`src/hw/rtl/fbsc_pkg.sv`:
```
// Shared types and constants for the frustum cull pipeline.
// No dependencies; used by fbsc_cfg_regs, fbsc_plane_eval and frustum_box_sphere_cull.
package fbsc_pkg;

    localparam int PLANE_COUNT = 6;
    localparam int AXIS_COUNT  = 3;
    localparam int NORM_W      = 16;
    localparam int NORM_FRAC   = 14;
    localparam int CFG_IDX_W   = 3;
    localparam int CFG_DATA_W  = 64;
    localparam int OUT_TDATA_W = 8;

    typedef enum logic [CFG_IDX_W-1:0] {
        CFG_LEFT   = 3'd0,
        CFG_RIGHT  = 3'd1,
        CFG_BOTTOM = 3'd2,
        CFG_TOP    = 3'd3,
        CFG_NEAR   = 3'd4,
        CFG_FAR    = 3'd5
    } t_cfg_idx;

    // Plane register layout, lowest bits first: nx Q1.14, ny, nz, d Q15.0.
    typedef struct packed {
        logic signed [NORM_W-1:0] d;
        logic signed [NORM_W-1:0] nz;
        logic signed [NORM_W-1:0] ny;
        logic signed [NORM_W-1:0] nx;
    } t_plane;

    typedef struct packed {
        logic s1;
        logic s2;
        logic s3;
    } t_stage_en;

endpackage

```
`src/hw/rtl/fbsc_plane_eval.sv`:
```
// One plane of the cull test: products, per-axis worst corner, distance sign.
// Three register stages driven by stage enables; depends on fbsc_pkg.
module fbsc_plane_eval #(
    parameter int COORD_WIDTH = 16
) (
    input  logic                           i_clk,
    input  fbsc_pkg::t_stage_en            i_en,
    input  fbsc_pkg::t_plane               i_plane,
    input  logic signed [COORD_WIDTH-1:0]  i_lo [fbsc_pkg::AXIS_COUNT],
    input  logic signed [COORD_WIDTH-1:0]  i_hi [fbsc_pkg::AXIS_COUNT],
    input  logic                           i_kind1,
    input  logic [COORD_WIDTH-2:0]         i_rad2,
    output logic                           o_cull
);

    localparam int PROD_W = COORD_WIDTH + fbsc_pkg::NORM_W;
    localparam int SUM_W  = (COORD_WIDTH + 19 > 32) ? COORD_WIDTH + 19 : 32;

    logic signed [fbsc_pkg::NORM_W-1:0] w_norm [fbsc_pkg::AXIS_COUNT];
    logic signed [PROD_W-1:0]           r_plo  [fbsc_pkg::AXIS_COUNT];
    logic signed [PROD_W-1:0]           r_phi  [fbsc_pkg::AXIS_COUNT];
    logic signed [PROD_W-1:0]           r_term [fbsc_pkg::AXIS_COUNT];
    logic signed [SUM_W-1:0]            w_dterm;
    logic signed [SUM_W-1:0]            w_rterm;
    logic signed [SUM_W-1:0]            w_sum;
    logic                               r_cull;

    assign w_norm[0] = i_plane.nx;
    assign w_norm[1] = i_plane.ny;
    assign w_norm[2] = i_plane.nz;

    always_ff @(posedge i_clk) begin
        if (i_en.s1) begin
            for (int a = 0; a < fbsc_pkg::AXIS_COUNT; a++) begin
                r_plo[a] <= PROD_W'(w_norm[a]) * PROD_W'(i_lo[a]);
                r_phi[a] <= PROD_W'(w_norm[a]) * PROD_W'(i_hi[a]);
            end
        end
    end

    // Box: take the corner farthest along the normal per axis. Sphere: centre only.
    always_ff @(posedge i_clk) begin
        if (i_en.s2) begin
            for (int a = 0; a < fbsc_pkg::AXIS_COUNT; a++) begin
                if (i_kind1 || (r_plo[a] > r_phi[a])) begin
                    r_term[a] <= r_plo[a];
                end else begin
                    r_term[a] <= r_phi[a];
                end
            end
        end
    end

    assign w_dterm = SUM_W'(i_plane.d) <<< fbsc_pkg::NORM_FRAC;
    assign w_rterm = $signed(SUM_W'({i_rad2, {fbsc_pkg::NORM_FRAC{1'b0}}}));
    assign w_sum   = SUM_W'(r_term[0]) + SUM_W'(r_term[1]) + SUM_W'(r_term[2])
                   + w_dterm + w_rterm;

    always_ff @(posedge i_clk) begin
        if (i_en.s3) begin
            r_cull <= w_sum[SUM_W-1];
        end
    end

    assign o_cull = r_cull;

endmodule

```
`config.mk`:
```
export PLATFORM = sky130hd
export DESIGN_NAME = fbsc_plane_eval
export DESIGN_NICKNAME = d
export VERILOG_FILES = /design/src/hw/rtl/fbsc_pkg.sv /design/src/hw/rtl/fbsc_plane_eval.sv
export SDC_FILE = /design/constraint.sdc
export NUM_CORES = 2
export LEC_CHECK = 0
export ABC_AREA = 0
export ABC_CLOCK_PERIOD_IN_PS = 7950
export BUFFER_PORTS_ARGS = -buffer_cell sky130_fd_sc_hd__buf_4
export CORE_ASPECT_RATIO = 0.8
export CORE_UTILIZATION = 40
export CTS_BUF_LIST = sky130_fd_sc_hd__clkbuf_16
export DETAILED_ROUTE_END_ITERATION = 8
export PLACE_DENSITY = 0.59
export SLEW_MARGIN = 20
export SYNTH_ARGS = -nofsm -noshare
export SYNTH_HDL_FRONTEND = slang
export SYNTH_SLANG_ARGS = --single-unit
```
`constraint.sdc`:
```
create_clock -name i_clk -period 7.95 [get_ports i_clk]
set_input_delay 0.795 -clock i_clk [delete_from_list [all_inputs] [get_ports i_clk]]
set_output_delay 0.795 -clock i_clk [all_outputs]
set_load 0.02 [all_outputs]
```
After elaboration in Yosys (flattened, before gate mapping)
Memories as Yosys holds them, arrays and structs flattened.
Cells that the tools add are included.

word-level totals
  memory bits (writable) = 288
  bits of input ports = 180
  word-level logic and storage cells = 46
  memories kept = 3
  register bits = 1
  output and inout bits = 1

operators by class
  reductions and logical operators = 3
  $lt $le $gt $ge = 3
  $add $sub $neg = 4
  mux-type cells = 23
  bitwise operators = 3
  $mul = 6

memories
  memory  words  bits a word  rd ports  clocked after Yosys merged registers in  wr ports  line                   text
  r_phi   3      32           3         0                                        3         fbsc_plane_eval.sv:21  logic signed [PROD_W-1:0] r_phi [fbsc_pkg::AXIS_COUNT];
  r_plo   3      32           3         0                                        3         fbsc_plane_eval.sv:20  logic signed [PROD_W-1:0] r_plo [fbsc_pkg::AXIS_COUNT];
  r_term  3      32           3         0                                        3         fbsc_plane_eval.sv:22  logic signed [PROD_W-1:0] r_term [fbsc_pkg::AXIS_COUNT];

operators by type and width
  kind                            number
  multiplier 16 x 16 -> 32 bit    6
  greater-than comparator 32 bit  3
  2-to-1 mux 32 bit               3
  adder 34 x 30 -> 35 bit         1
  adder 35 x 30 -> 35 bit         1
  adder 33 x 32 -> 34 bit         1
  adder 32 x 32 -> 33 bit         1
  2-to-1 mux 1 bit                20
  logical OR 1 bit                3
  bitwise OR 1 bit                3

Logic depth before layout (Yosys ltp)
An unclocked memory read counts as a cell.

  depth in word-level cells = 7
  depth in mapped cells = 26
  mapped depth without buffers = 25

Least setup slack after synthesis
No wires, ideal clock.

  path kind = input-to-reg
  start = input port i_lo[39] (netlist bit)
  end = memory r_plo[0][24] (netlist bit) (data pin)
  arrival time = 6.385 ns
  slack = 1.303 ns
  setup time = 0.262 ns
  stages = 25
  buffers on the path = 2
  required time = 7.688 ns
  cell sequence = clkbuf_1 > nand2_1 > fa_1 > inv_1 > fa_1 > inv_1 > fa_1 > inv_1 > fa_1 > fa_1 > inv_1 > fa_1 > inv_1 > ha_1 > clkbuf_1 > nand2_1 > o21ai_0 > a311oi_1 > a21oi_1 > or2_2 > a21oi_1 > o21bai_1 > a211o_1 > o31ai_1 > xnor2_1

RTL lines
  item             line                   text
  start, declared  fbsc_plane_eval.sv:9   input logic signed [COORD_WIDTH-1:0] i_lo [fbsc_pkg::AXIS_COUNT],
  end, declared    fbsc_plane_eval.sv:20

==> flow_metrics.env <==
export IMPL_port_buffers=180
export IMPL_final_hold_violation_count=0
export IMPL_post_cts_buffers=0
export IMPL_layoutNonFillerInstCount=9829
export IMPL_synth_distinct_cells=64
export IMPL_tightest_slew_ns=1.03
export IMPL_cp_cell_sequence="buf_4 > nand2_1 > fa_1 > fa_1 > fa_1 > fa_1 > inv_1 > fa_1 > inv_1 > fa_1 > inv_1 > ha_1 > a41oi_1 > o21ai_0 > a21oi_1 > a21oi_1 > a211oi_1 > o21ai_1 > a21o_1 > nand2_1 > nor2b_1 > xnor2_1"
export IMPL_ios=181
export IMPL_nNetsFinal=9840
export IMPL_grt_max_degree=81
export IMPL_syn_to_final_growth_pct=6.75
export IMPL_fin_crit_ns=7.02
export IMPL_cpMostUsedCell="fa_1"
export IMPL_clkLatencyLatePin_ns=0.56
export IMPL_start_util_pct=40.3
export IMPL_antenna_found_initial=16
export IMPL_grt_pass1_vias=53000
export IMPL_hp_class="input port to register"
export IMPL_final_common_cell="inv_1"
export IMPL_grt_pass1_wl_um=300000
export IMPL_syn_inst=7378
export IMPL_drv_cap=0
export IMPL_hold_depth=1
export IMPL_worstRegToRegCells=10
export IMPL_synth_seq_cells=289
export IMPL_grt_usage_pct=20.9
export IMPL_dp_hpwl_um=153000
export IMPL_period_share_pct=88.2
export IMPL_antenna_left=0
export IMPL_layout_common_cells="1868 x inv_1, 1637 x fa_1, 763 x nand2_1"
export IMPL_core_area_mm2=0.182
export IMPL_cts_tree="done"
export IMPL_place_inst=9750
export IMPL_max_stage_delay_ns=0.69
export IMPL_hold_end="o_cull"
export IMPL_synth_flop_cell="edfxtp_1"
export IMPL_worst_ep_arrival_time_ns=7.31
export IMPL_timing_slew_headroom_pct=31.6
export IMPL_drt_total_wl_um=185000
export IMPL_hold_start="i_en[0]"
export IMPL_root_buffer="clkbuf_16"
export IMPL_synth_area_mm2=0.0732
export IMPL_synth_top_cell_by_area="fa_1"
export IMPL_setup_viol=0
export IMPL_gr_total_overflow=0
export IMPL_synth_area_mux_share_pct=1.67
export IMPL_synth_compound_area_share_pct=4.46
export IMPL_ys_seq_area_share_pct=11.9
export IMPL_async_flop_share_pct=0
export IMPL_die_width_um=480
export IMPL_vias=48900
export IMPL_path_max_fanout=32
export IMPL_numCtsBuffers=36
export IMPL_outcome="finished, final reports clean"
export IMPL_rows=140
export IMPL_worstPathRequired_ns=8.24
export IMPL_ctsHoldBuffers=0
export IMPL_clk_pin_slew_ns=0.06
export IMPL_drive_gt1_share_pct=5.03
export IMPL_synth_warnings=0
export IMPL_critPathLaunchType="input port"
export IMPL_synth_edf_count=289
export IMPL_gp_congestion=0.902
export IMPL_tns_ns=0
export IMPL_drt_iter0_markers=2972
export IMPL_die_area_mm2=0.185
export IMPL_synth_top_area_share_pct=44.8
export IMPL_synthXorXnorAreaFrac_pct=2.55
export IMPL_r2r_start="r_plo[0][63]"
export IMPL_die_h_um=385
export IMPL_cp_top_family="adder cells"
export IMPL_synthSimpleGateAreaFrac_pct=12.7
export IMPL_rsz0062_at_grt="no"
export IMPL_synth_area_leaders="fa_1 45%, edfxtp_1 12%, ha_1 11%"
export IMPL_detail_route_vias_per_cell=4.97
export IMPL_avgSynthCellArea_um2=9.92
export IMPL_post_cts_resized=0
export IMPL_drtPass1Iterations=5
export IMPL_wl_per_cell_um=18.8
export IMPL_synth_top_family_by_area="adder cells"
export IMPL_path_class="input port to register"
export IMPL_cts_sinks=289
export IMPL_drc_errors=0
export IMPL_crit_slowest_cell="a211oi_1"
export IMPL_finClkSkew_ns=0.0185
export IMPL_clockBufferDepth=3
export IMPL_r2r_slack_ns=3.87
export IMPL_syn_nets=9842
export IMPL_r2r_end="r_term[1][31]"
export IMPL_cp_end_kind="register"
export IMPL_htreeDepth=2
export IMPL_synthAdderAreaFrac_pct=55.8
export IMPL_slew_violations=0
export IMPL_path_buf_inv=4
export IMPL_fmax_mhz=143
[area by class of cell]
type / instances / area [um^2]
clock buffer: 37 / 926
antenna: 13 / 32.5
clock inverter: 27 / 269
multi-input combinational: 4973 / 56600
fill: 17600 / 104000
sequential: 289 / 8680
tap: 2414 / 3020
timing repair buffer: 214 / 1650
inverter: 1862 / 6990
[Yosys cell counts (5+ instances only)]
master / n
inv_1: 1861
or2_2: 5
and3_1: 11
nand3_1: 32
ha_1: 647
a211o_1: 5
nand4_1: 36
clkbuf_1: 244
xor2_1: 46
fa_1: 1637
nand2_1: 763
buf_2: 6
a31oi_1: 12
o21ai_1: 5
a211oi_1: 26
and4_1: 7
mux2_4: 30
o21bai_1: 29
nand2b_1: 50
and2_1: 740
nor2_1: 160
nor3_1: 23
or3_1: 5
a21oi_1: 162
o21a_1: 26
xnor2_1: 167
o211ai_1: 11
a21o_1: 102
o21ai_0: 85
nor2b_1: 22
edfxtp_1: 289
mux2_2: 59
mux2_1: 7
[flip-flops by register name (all words and copies together) (netlist names)]
| signal | flops |
|---|---|
| o_cull | 1 |
| r_plo | 96 |
| r_phi | 96 |
| r_term | 96 |
[per-layer routing]
layer,track usage [%],vias up,share of wire (%)
met5,0,-,0.0038
met4,4.88,2,2.3
met3,2.25,164,5.7
met2,32.3,1282,45
met1,31.3,25500,47
li1,-,22000,-
[cells by family (layout without fill, tap and decap cells)]
family / after synthesis / after routing
adder cells (fa/ha/maj): 2284 / 2284
buffers and inverters: 2116 / 2140
AND/OR/NAND/NOR: 1866 / 1866
AO/OA/AOI/OAI: 511 / 511
flip-flops: 289 / 289
XOR/XNOR: 213 / 213
multiplexers: 99 / 99
other: 0 / 13
[worst reg2reg max path: stages, from the launching register on]
cell and delay, ns:
edfxtp_1 0.51, ha_1 0.43, and4_1 0.24, nand3_1 0.11, or3_1 0.42, or4_4 0.45
o21ai_2 0.16, mux2i_1 0.12, o21ai_4 0.49, buf_4 0.48, mux2_2 0.42
[how the worst max path moves through the flow]
stage	from	depth (start not counted)	slack (ns)	endpoint
2_1_floorplan	i_lo[39]	25	1.30	r_plo[0][24]
3_3_place_gp	i_plane[26]	22	0.63	r_plo[0][61]
3_5_place_dp	i_plane[26]	22	0.48	r_plo[0][61]
4_1_cts	i_plane[26]	22	1.04	r_plo[0][61]
5_1_grt	i_plane[26]	22	0.58	r_plo[0][61]
6_report	i_plane[26]	22	0.93	r_plo[0][61]
[metrics by stage]
step | util, % | cell area (um^2) | worst slack, ns | hold WS (ns)
6_report | 43.0 | 78100 | 0.935 | 0.488
5_1_grt | 43.0 | 78100 | 0.581 | 0.460
4_1_cts | 42.9 | 78100 | 1.04 | 0.463
3_5_place_dp | 42.3 | 76900 | 0.479 | 0.571
3_3_place_gp | 42.3 | 76900 | 0.627 | 0.569
2_1_floorplan | - | 73200 | 1.30 | 0.529
Power is left out: the tool's default activity adds up to more than one toggle a clock period on the data nets, which glitch-free logic cannot reach.
