`config.mk`:
```
export PLATFORM = sky130hd
export DESIGN_NAME = fbsc_cfg_regs
export DESIGN_NICKNAME = d
export VERILOG_FILES = /design/src/hw/rtl/fbsc_pkg.sv /design/src/hw/rtl/fbsc_cfg_regs.sv
export SDC_FILE = /design/constraint.sdc
export NUM_CORES = 1
export LEC_CHECK = 0
export BUFFER_PORTS_ARGS = -buffer_cell sky130_fd_sc_hd__buf_2
export CAP_MARGIN = 0
export CORE_ASPECT_RATIO = 0.5
export CORE_MARGIN = 2
export CORE_UTILIZATION = 45
export CTS_BUF_LIST = sky130_fd_sc_hd__clkbuf_2
export DETAILED_ROUTE_END_ITERATION = 10
export PLACE_DENSITY_LB_ADDON = 0.08
export SLEW_MARGIN = 20
export SYNTH_ARGS = -nofsm -noshare
export SYNTH_HDL_FRONTEND = slang
export SYNTH_SLANG_ARGS = --single-unit
export TNS_END_PERCENT = 10
```
`constraint.sdc`:
```
create_clock -name i_clk -period 0.9 [get_ports i_clk]
set_clock_uncertainty 0.05 [all_clocks]
set_input_delay 0.045 -clock i_clk [delete_from_list [all_inputs] [get_ports i_clk]]
set_output_delay 0.045 -clock i_clk [all_outputs]
set_load 0.03 [all_outputs]
```
`src/hw/rtl/fbsc_pkg.sv`:
```
// Shared types and constants for the frustum cull pipeline.
// No dependencies; used by fbsc_cfg_regs, fbsc_plane_eval and frustum_box_sphere_cull.
package fbsc_pkg;

    localparam int PLANE_COUNT = 6;
    localparam int AXIS_COUNT  = 3;
    localparam int NORM_W      = 16;
    localparam int NORM_FRAC   = 14;
    localparam int CFG_IDX_W   = 3;
    localparam int CFG_DATA_W  = 64;
    localparam int OUT_TDATA_W = 8;

    typedef enum logic [CFG_IDX_W-1:0] {
        CFG_LEFT   = 3'd0,
        CFG_RIGHT  = 3'd1,
        CFG_BOTTOM = 3'd2,
        CFG_TOP    = 3'd3,
        CFG_NEAR   = 3'd4,
        CFG_FAR    = 3'd5
    } t_cfg_idx;

    // Plane register layout, lowest bits first: nx Q1.14, ny, nz, d Q15.0.
    typedef struct packed {
        logic signed [NORM_W-1:0] d;
        logic signed [NORM_W-1:0] nz;
        logic signed [NORM_W-1:0] ny;
        logic signed [NORM_W-1:0] nx;
    } t_plane;

    typedef struct packed {
        logic s1;
        logic s2;
        logic s3;
    } t_stage_en;

endpackage

```
`src/hw/rtl/fbsc_cfg_regs.sv`:
```
// Plane register file: six 64-bit planes written through the config port.
// Depends on fbsc_pkg.
module fbsc_cfg_regs (
    input  logic                              i_clk,
    input  logic                              i_rst_n,
    input  logic                              i_cfg_we,
    input  logic [fbsc_pkg::CFG_IDX_W-1:0]    i_cfg_idx,
    input  logic [fbsc_pkg::CFG_DATA_W-1:0]   i_cfg_wdata,
    output fbsc_pkg::t_plane                  o_plane [fbsc_pkg::PLANE_COUNT]
);

    fbsc_pkg::t_plane r_plane [fbsc_pkg::PLANE_COUNT];
    fbsc_pkg::t_plane n_plane [fbsc_pkg::PLANE_COUNT];

    always_comb begin
        n_plane = r_plane;
        if (i_cfg_we) begin
            unique case (fbsc_pkg::t_cfg_idx'(i_cfg_idx))
                fbsc_pkg::CFG_LEFT:   n_plane[fbsc_pkg::CFG_LEFT]   = i_cfg_wdata;
                fbsc_pkg::CFG_RIGHT:  n_plane[fbsc_pkg::CFG_RIGHT]  = i_cfg_wdata;
                fbsc_pkg::CFG_BOTTOM: n_plane[fbsc_pkg::CFG_BOTTOM] = i_cfg_wdata;
                fbsc_pkg::CFG_TOP:    n_plane[fbsc_pkg::CFG_TOP]    = i_cfg_wdata;
                fbsc_pkg::CFG_NEAR:   n_plane[fbsc_pkg::CFG_NEAR]   = i_cfg_wdata;
                fbsc_pkg::CFG_FAR:    n_plane[fbsc_pkg::CFG_FAR]    = i_cfg_wdata;
                default: ;
            endcase
        end
    end

    always_ff @(posedge i_clk) begin
        if (!i_rst_n) begin
            for (int p = 0; p < fbsc_pkg::PLANE_COUNT; p++) begin
                r_plane[p] <= '0;
            end
        end else begin
            r_plane <= n_plane;
        end
    end

    assign o_plane = r_plane;

endmodule

```
Word-level counts from Yosys, hierarchy flattened
Cells that the tools add are included.
{"block": "totals", "n_memories": 0, "word_cells": 36, "mem_bits_ro": 0, "latch_bits": 0, "inputBits": 70, "out_inout_bits": 384, "ff_bits": 384, "ramBits": 0}
{"block": "classes", "reduce_logical": 7, "magnitude_cmp": 0, "muxes": 0, "eq_ne": 5, "n_mul": 0, "add_sub_neg": 0, "shift": 0, "n_div": 0, "bitwise": 0}
{"op": "2-bit AND reduction", "count": 6}
{"op": "3-bit by 2-bit equality test with 1-bit output, second input constant", "count": 2}
{"op": "3-bit equality test, second input constant", "count": 2}
{"op": "3-bit by 1-bit equality test with 1-bit output, second input constant", "count": 1}
{"op": "3-bit zero test", "count": 1}

Depth between registers and ports, before layout
Gate-level depths: netlist of run 1.
{"block": "depth", "ltp_word": 2, "ltp_mapped": 5, "mapped_depth_nobuf": 2}

Worst setup path after synthesis of run 1
OpenSTA, ideal clock, no wires.
{"block": "synth_path", "kind": "input-to-reg", "startpoint": "input port i_cfg_idx[1] in the netlist's numbering", "endpoint": "register r_plane (netlist bit o_plane[320])", "t_required_ps": 778, "t_arrival_ps": 837, "path_buffers": 2, "path_stages": 4, "path_slack_ps": -58, "setup_time_ps": 72, "cell_sequence": "nor4b_4 > buf_12 > buf_12 > mux2i_1"}
{"block": "synth_between", "elab_chain_len": 2}
{"item": "start: declaration", "line_no": "fbsc_cfg_regs.sv:7", "rtl": "input logic [fbsc_pkg::CFG_IDX_W-1:0] i_cfg_idx,"}
{"item": "3-bit zero test", "line_no": "fbsc_cfg_regs.sv:18", "rtl": "unique case (fbsc_pkg::t_cfg_idx'(i_cfg_idx))"}
{"item": "2-bit AND reduction (no source line)"}
{"item": "end signal: assignment", "line_no": "fbsc_cfg_regs.sv:36", "rtl": "r_plane <= n_plane;"}
{"item": "end: declaration", "line_no": "fbsc_cfg_regs.sv:12", "rtl": "fbsc_pkg::t_plane r_plane [fbsc_pkg::PLANE_COUNT];"}
Every way passes these cells.
A chain may end at the register's enable or synchronous reset.

Worst setup path in the final report of run 1
{"block": "layout_path", "startpoint": "register r_plane (netlist bit o_plane[18])", "endpoint": "output port o_plane[18] in the netlist's numbering"}
{"item": "end: declaration", "line_no": "fbsc_cfg_regs.sv:9", "rtl": "output fbsc_pkg::t_plane o_plane [fbsc_pkg::PLANE_COUNT]"}
No word-level cell between the ends.

==> impl_metrics.ini, run 1 <==
[die]
die_w_um = 254
rows = 45
top_level_ports = 454
die_h_um = 129
core_area_um2 = 30500
floorplan.initialDensity_pct = 46.0
floorplan.die_area_um2 = 32700

[timing]
period_minus_slack_ns = 1.58
setup_viol = 401
worstMarginPinSlew_ns = 0.428
report.final.hold_viol_count = 0
relSlewSlack_pct = 71.5
timing.final.ws_setup_ns = -0.681
setup_repair_after_global_routing_missed_its_margin = true
timing_max_transition_violations_final = 0
max_freq_ghz = 0.633
post-route-period-util_pct = 176
final.setup.tns_ns = -242.40

[route]
routed-via-count = 12300
dr.pass1.iters = 5
routed_via_density = 4.97
wl_per_cell_um = 19.5
wl_um = 48400
post_route_drc = 0
drt_first_iter_violations = 506
postRouteAntennaNets = 0

[critical_path]
critPathTopFamily = flip-flops
worst_ep_required_time_ns = 0.81
arrival_ns = 1.49
critical_path.max_fanout = 2
endpoint_kind = output port
start_kind = flop
critPathKind = reg2out
cpMaxStageDelayCell = sky130_fd_sc_hd__dfxtp_2
cpPeakStageDelay_ns = 0.38
crit_path_cell_trace = buf_6
setup.reg_to_reg.worst_slack_ns = 0.07
cp.buffers_inverters = 1

[global_routing]
grt_use_total_pct = 27.9
number_of_antenna_violations_at_the_first_check_in_global_routing = 1
maximum_number_of_pins_on_one_net_before_global_route_repair = 60
overflow = 0
number_of_global_route_vias_before_repair = 13000
grt_pass1_wl_um = 70600

[clocking]
clock_sinks = 384
worst_setup_hold_path_clk_slew_ns = 0.13
worst_skew_pair.late_latency_ns = 0.95
cts-root-to-sink-buffers = 3
cts_htree_levels = 3
tritoncts_clock_tree = done
cts-buffers-inserted = 85
ctsRootBufferMaster = sky130_fd_sc_hd__clkbuf_2

[run]
drv_cap = 0

[synthesis]
synth_top_cells_by_area = sky130_fd_sc_hd__dfxtp_1 55%, sky130_fd_sc_hd__mux2i_1 27%, sky130_fd_sc_hd__nand2_1 12%, sky130_fd_sc_hd__buf_6 2.4%, sky130_fd_sc_hd__buf_12 1.0%
dominantRegCellSynth = sky130_fd_sc_hd__dfxtp_1
yosysMostFrequentCell = sky130_fd_sc_hd__nand2_1
synth.distinct_cells = 12
synth-async-reset-ratio_pct = 0
synthesis.instances = 1314
synth_top_area_share_pct = 54.9
synthesis.area_um2 = 14000
synth.yosys.seq_area_share_pct = 54.9
ys_ff_latch = 384
yosys.area.top_type = sky130_fd_sc_hd__dfxtp_1
synth_nets = 1384
synth_edf_count = 0
ys_warn_count = 0
synth_common_cells = 448 x sky130_fd_sc_hd__nand2_1, 384 x sky130_fd_sc_hd__dfxtp_1, 384 x sky130_fd_sc_hd__mux2i_1
post_synth.cell_area_avg_um2 = 10.7

[placed_design]
detailedPlacementHpwl_um = 29900
buffer_ports.inserted = 453
finalWeightedCongestion = 0.788

[finish]
nets = 2074
fin_util_pct = 72.8
largest_register_ffs = 384
areaGrowthSynthToFinish_pct = 58.3
ratio_of_cells_with_drive_above_1_in_the_final_layout_pct = 52.4

[power]
power_density_nw_per_um2 = 1470
power.leakage_uw = 0.0113
power.ir.vdd_worst_mv = 1.11

[outcome]
failed_checks = negative setup slack
status = complete, but fails checks

[min_path]
hold_path.class = in2reg
==> layout by cell type (no fill, tap or decap), drive strengths merged <==
| cell | count |
|---|---|
| bufinv | 1 |
| nand4bb | 3 |
| diode | 1 |
| dfxtp | 384 |
| dlygate4sd3 | 132 |
| nor4b | 1 |
| buf | 562 |
| mux2i | 384 |
| inv | 3 |
| clkinv | 13 |
| clkbuf | 125 |
| nand4b | 2 |
| dlymetal6s4s | 1 |
| nand2 | 448 |
==> metrics by stage <==
| step | total power, uW | hold WS, ns | instance area, um2 | std cells | worst slack, ns |
|---|---|---|---|---|---|
| after floorplan | 19900 | 0.238 | 14000 | 1314 | -0.0584 |
| after global placement | 21000 | 0.321 | 17100 | 2190 | -0.279 |
| after detailed placement | 21100 | 0.339 | 17100 | 2190 | -0.342 |
| after CTS | 32600 | 0.00150 | 21500 | 2471 | -0.787 |
| after global routing | 34200 | 0.0299 | 22200 | 2483 | -0.811 |
| final | 32700 | 0.102 | 22200 | 2483 | -0.681 |
==> path summary, 6_finish.rpt <==
path / startpoint / endpoint / cells after the start
worst min register to register: o_plane[71] / o_plane[71] / 2
worst max register to register: o_plane[163] / o_plane[163] / 2
worst min-delay path: i_cfg_wdata[45] / o_plane[109] / 4
worst max-delay path: o_plane[18] / o_plane[18] / 1
==> power breakdown <==
part,internal (uW),switching [uW],total [uW]
clock,3920,6900,10800
combinational,1890,2250,4150
sequential,17400,286,17700
==> area by class of cell <==
type	count	area, um2
clock inverters	17	90.1
multi-input cells	838	5650
diodes	1	2.50
clock buffers	125	626
repair buffers	695	7120
flip-flops and latches	384	8170
fillers	2118	8280
well taps	423	529
==> metal layers <==
| metal | vias to the layer above | GRT usage, % | routed length, um | share of wire (%) |
|---|---|---|---|---|
| met5 | - | 0 | 0 | 0 |
| met2 | 468 | 49.4 | 24400 | 50 |
| met4 | 0 | 17.0 | 3090 | 6.4 |
| li1 | 5760 | - | - | - |
| met3 | 190 | 8.05 | 2750 | 5.7 |
| met1 | 5911 | 29.9 | 18200 | 38 |
==> timing repair <==
item,in CTS,in global routing
hold endpoints to repair,384,0
cloned,0,0
setup buffers,6,11
gates resized for setup,923,243
hold buffers,133,0
setup endpoints to repair,384,416
==> cell families (layout without fill, tap and decap cells) <==
| logic type | count (synthesis) | count (layout) | share of synthesized area, % |
|---|---|---|---|
| and+or+nand+nor | 454 | 454 | 12.5 |
| muxes | 384 | 384 | 27.4 |
| other | 0 | 1 | 0 |
| DFF | 384 | 384 | 54.9 |
| buffers and inverters | 92 | 837 | 5.19 |
No activity file was read; power rests on OpenSTA's default activity.
==> inputs of run 2 (changes only) <==
--- a/config.mk
+++ b/config.mk
@@ -8,7 +8,7 @@
 export BUFFER_PORTS_ARGS = -buffer_cell sky130_fd_sc_hd__buf_2
 export CAP_MARGIN = 0
 export CORE_ASPECT_RATIO = 0.5
-export CORE_MARGIN = 2
+export CORE_MARGIN = 4
 export CORE_UTILIZATION = 45
 export CTS_BUF_LIST = sky130_fd_sc_hd__clkbuf_2
 export DETAILED_ROUTE_END_ITERATION = 10
==> impl_metrics.ini, run 2 (synthesis results as in run 1) <==
[clocking]
ctsRootBufferMaster = sky130_fd_sc_hd__clkbuf_2
worst_setup_hold_path_clk_slew_ns = 0.12
tritoncts_clock_tree = done
clock_sinks = 384
worst_skew_pair.late_latency_ns = 0.90
cts_htree_levels = 3
cts-buffers-inserted = 85
cts-root-to-sink-buffers = 3

[placed_design]
placed_cells_incl_taps = 2194
finalWeightedCongestion = 0.844
detailedPlacementHpwl_um = 30400
buffer_ports.inserted = 453
dpl-instance-area_um2 = 17200

[route]
routed_via_density = 4.93
dr.pass1.iters = 5
wl_per_cell_um = 19.3
postRouteAntennaNets = 0
post_route_drc = 0
routed-via-count = 12300
drt_first_iter_violations = 587
wl_um = 47900

[critical_path]
worst_ep_required_time_ns = 0.81
rr_startpoint = o_plane[167]
crit_path_cell_trace = buf_6
start_kind = flop
worst_setup_path_startpoint = o_plane[257]
cp.buffers_inverters = 1
critPathTopFamily = flip-flops
arrival_ns = 1.47
critPathKind = reg2out
setup.reg_to_reg.worst_slack_ns = 0.10
critical_path.max_fanout = 2
endpoint_kind = output port
cpMaxStageDelayCell = sky130_fd_sc_hd__dfxtp_2
cpPeakStageDelay_ns = 0.38

[die]
floorplan.initialDensity_pct = 45.9
top_level_ports = 454
rows = 45
floorplan.die_area_um2 = 34200
core_area_um2 = 30500
die_h_um = 133
die_w_um = 258

[global_routing]
overflow = 0
number_of_global_route_vias_before_repair = 12900
grt_pass1_wl_um = 72100
grt_use_total_pct = 26.4
number_of_antenna_violations_at_the_first_check_in_global_routing = 1
maximum_number_of_pins_on_one_net_before_global_route_repair = 41

[power]
switching_power_uw = 9320
power.ir.vdd_worst_mv = 0.917
cell_internal_pwr_uw = 23500
power_density_nw_per_um2 = 1470
switching_share_pct = 28.4
power.leakage_uw = 0.0114
pwr-share-comb_pct = 12.7
seqPwrFrac_pct = 54.0
clock_power_share_pct = 33.3

[run]
drv_cap = 0

[finish]
largest_register_ffs = 384
ratio_of_cells_with_drive_above_1_in_the_final_layout_pct = 52.3
layout.cells.non_filler = 2488
multi_input_area_um2 = 5650
n_fill_cell = 2113
nets = 2080
final_cell_mix = 448 x sky130_fd_sc_hd__nand2_1, 384 x sky130_fd_sc_hd__mux2i_1, 382 x sky130_fd_sc_hd__dfxtp_2, 382 x sky130_fd_sc_hd__buf_6, 133 x sky130_fd_sc_hd__dlygate4sd3_1
areaGrowthSynthToFinish_pct = 59.2
postLayoutCellArea_um2 = 22300
fin_util_pct = 73.1
seq_area_um2 = 8170
mostFrequentLayoutCell = sky130_fd_sc_hd__nand2_1

[timing]
timing.final.ws_setup_ns = -0.664
timing_max_transition_violations_final = 0
final.setup.tns_ns = -226.69
setup_viol = 404
post-route-period-util_pct = 174
relSlewSlack_pct = 74.6
period_minus_slack_ns = 1.56
worstMarginPinSlew_ns = 0.381
report.final.hold_viol_count = 0
max_freq_ghz = 0.640
fin_worst_hold_slack_ns = 0.150
setup_repair_after_global_routing_missed_its_margin = true

[outcome]
status = complete, but fails checks
failed_checks = negative setup slack

[min_path]
hold_path_startpoint = i_rst_n
hold_path.class = in2reg
[run 2: worst paths after layout]
kind                        to  depth (start not counted)
setup / recovery  o_plane[257]                          1
hold / removal    o_plane[367]                          5
setup reg to reg  o_plane[167]                          3
hold reg to reg   o_plane[141]                          2
[run 2: per-stage QoR]
step / worst slack [ns] / total power (uW)
global placement: -0.301 / 21100
CTS: -0.795 / 32800
floorplan: -0.0584 / 19900
finish: -0.664 / 32800
detailed placement: -0.342 / 21100
global route: -0.836 / 34300
[run 2: power by group through the flow]
stage	combinational, uW	clock, uW	sequential (uW)
CTS	3990	11100	17700
floorplan	1200	0	18700
global placement	3120	0	17900
finish	4160	10900	17700
global route	4370	12100	17800
detailed placement	3160	0	17900
[run 2: final cells by class]
cell class / count / area share [%]
timing repair buffer: 701 / 32.4
multi-input combinational: 838 / 25.3
tap: 423 / 2.37
sequential: 384 / 36.6
antenna: 1 / 0.0112
clock inverter: 20 / 0.611
clock buffer: 121 / 2.71
[run 2: repair_timing]
item	in CTS	in global routing
setup endpoints to repair	384	404
setup buffers	3	13
hold buffers	136	0
hold endpoints to repair	384	0
gates cloned	0	0
resized for setup	907	265
[run 2: worst register-to-register path: stages (launching register included)]
cell	delay, ns
sky130_fd_sc_hd__dfxtp_2	0.36
sky130_fd_sc_hd__buf_4	0.10
sky130_fd_sc_hd__nand2_1	0.04
sky130_fd_sc_hd__mux2i_1	0.17
[run 2: metal layers]
metal  global-route usage [%]  up-vias  routed length (um)
met3                     6.98      156                2660
met4                     13.5        0                2580
met5                        0        -                   0
met2                     47.0      417               24500
met1                     29.4     5911               18200
li1                         -     5772                   -
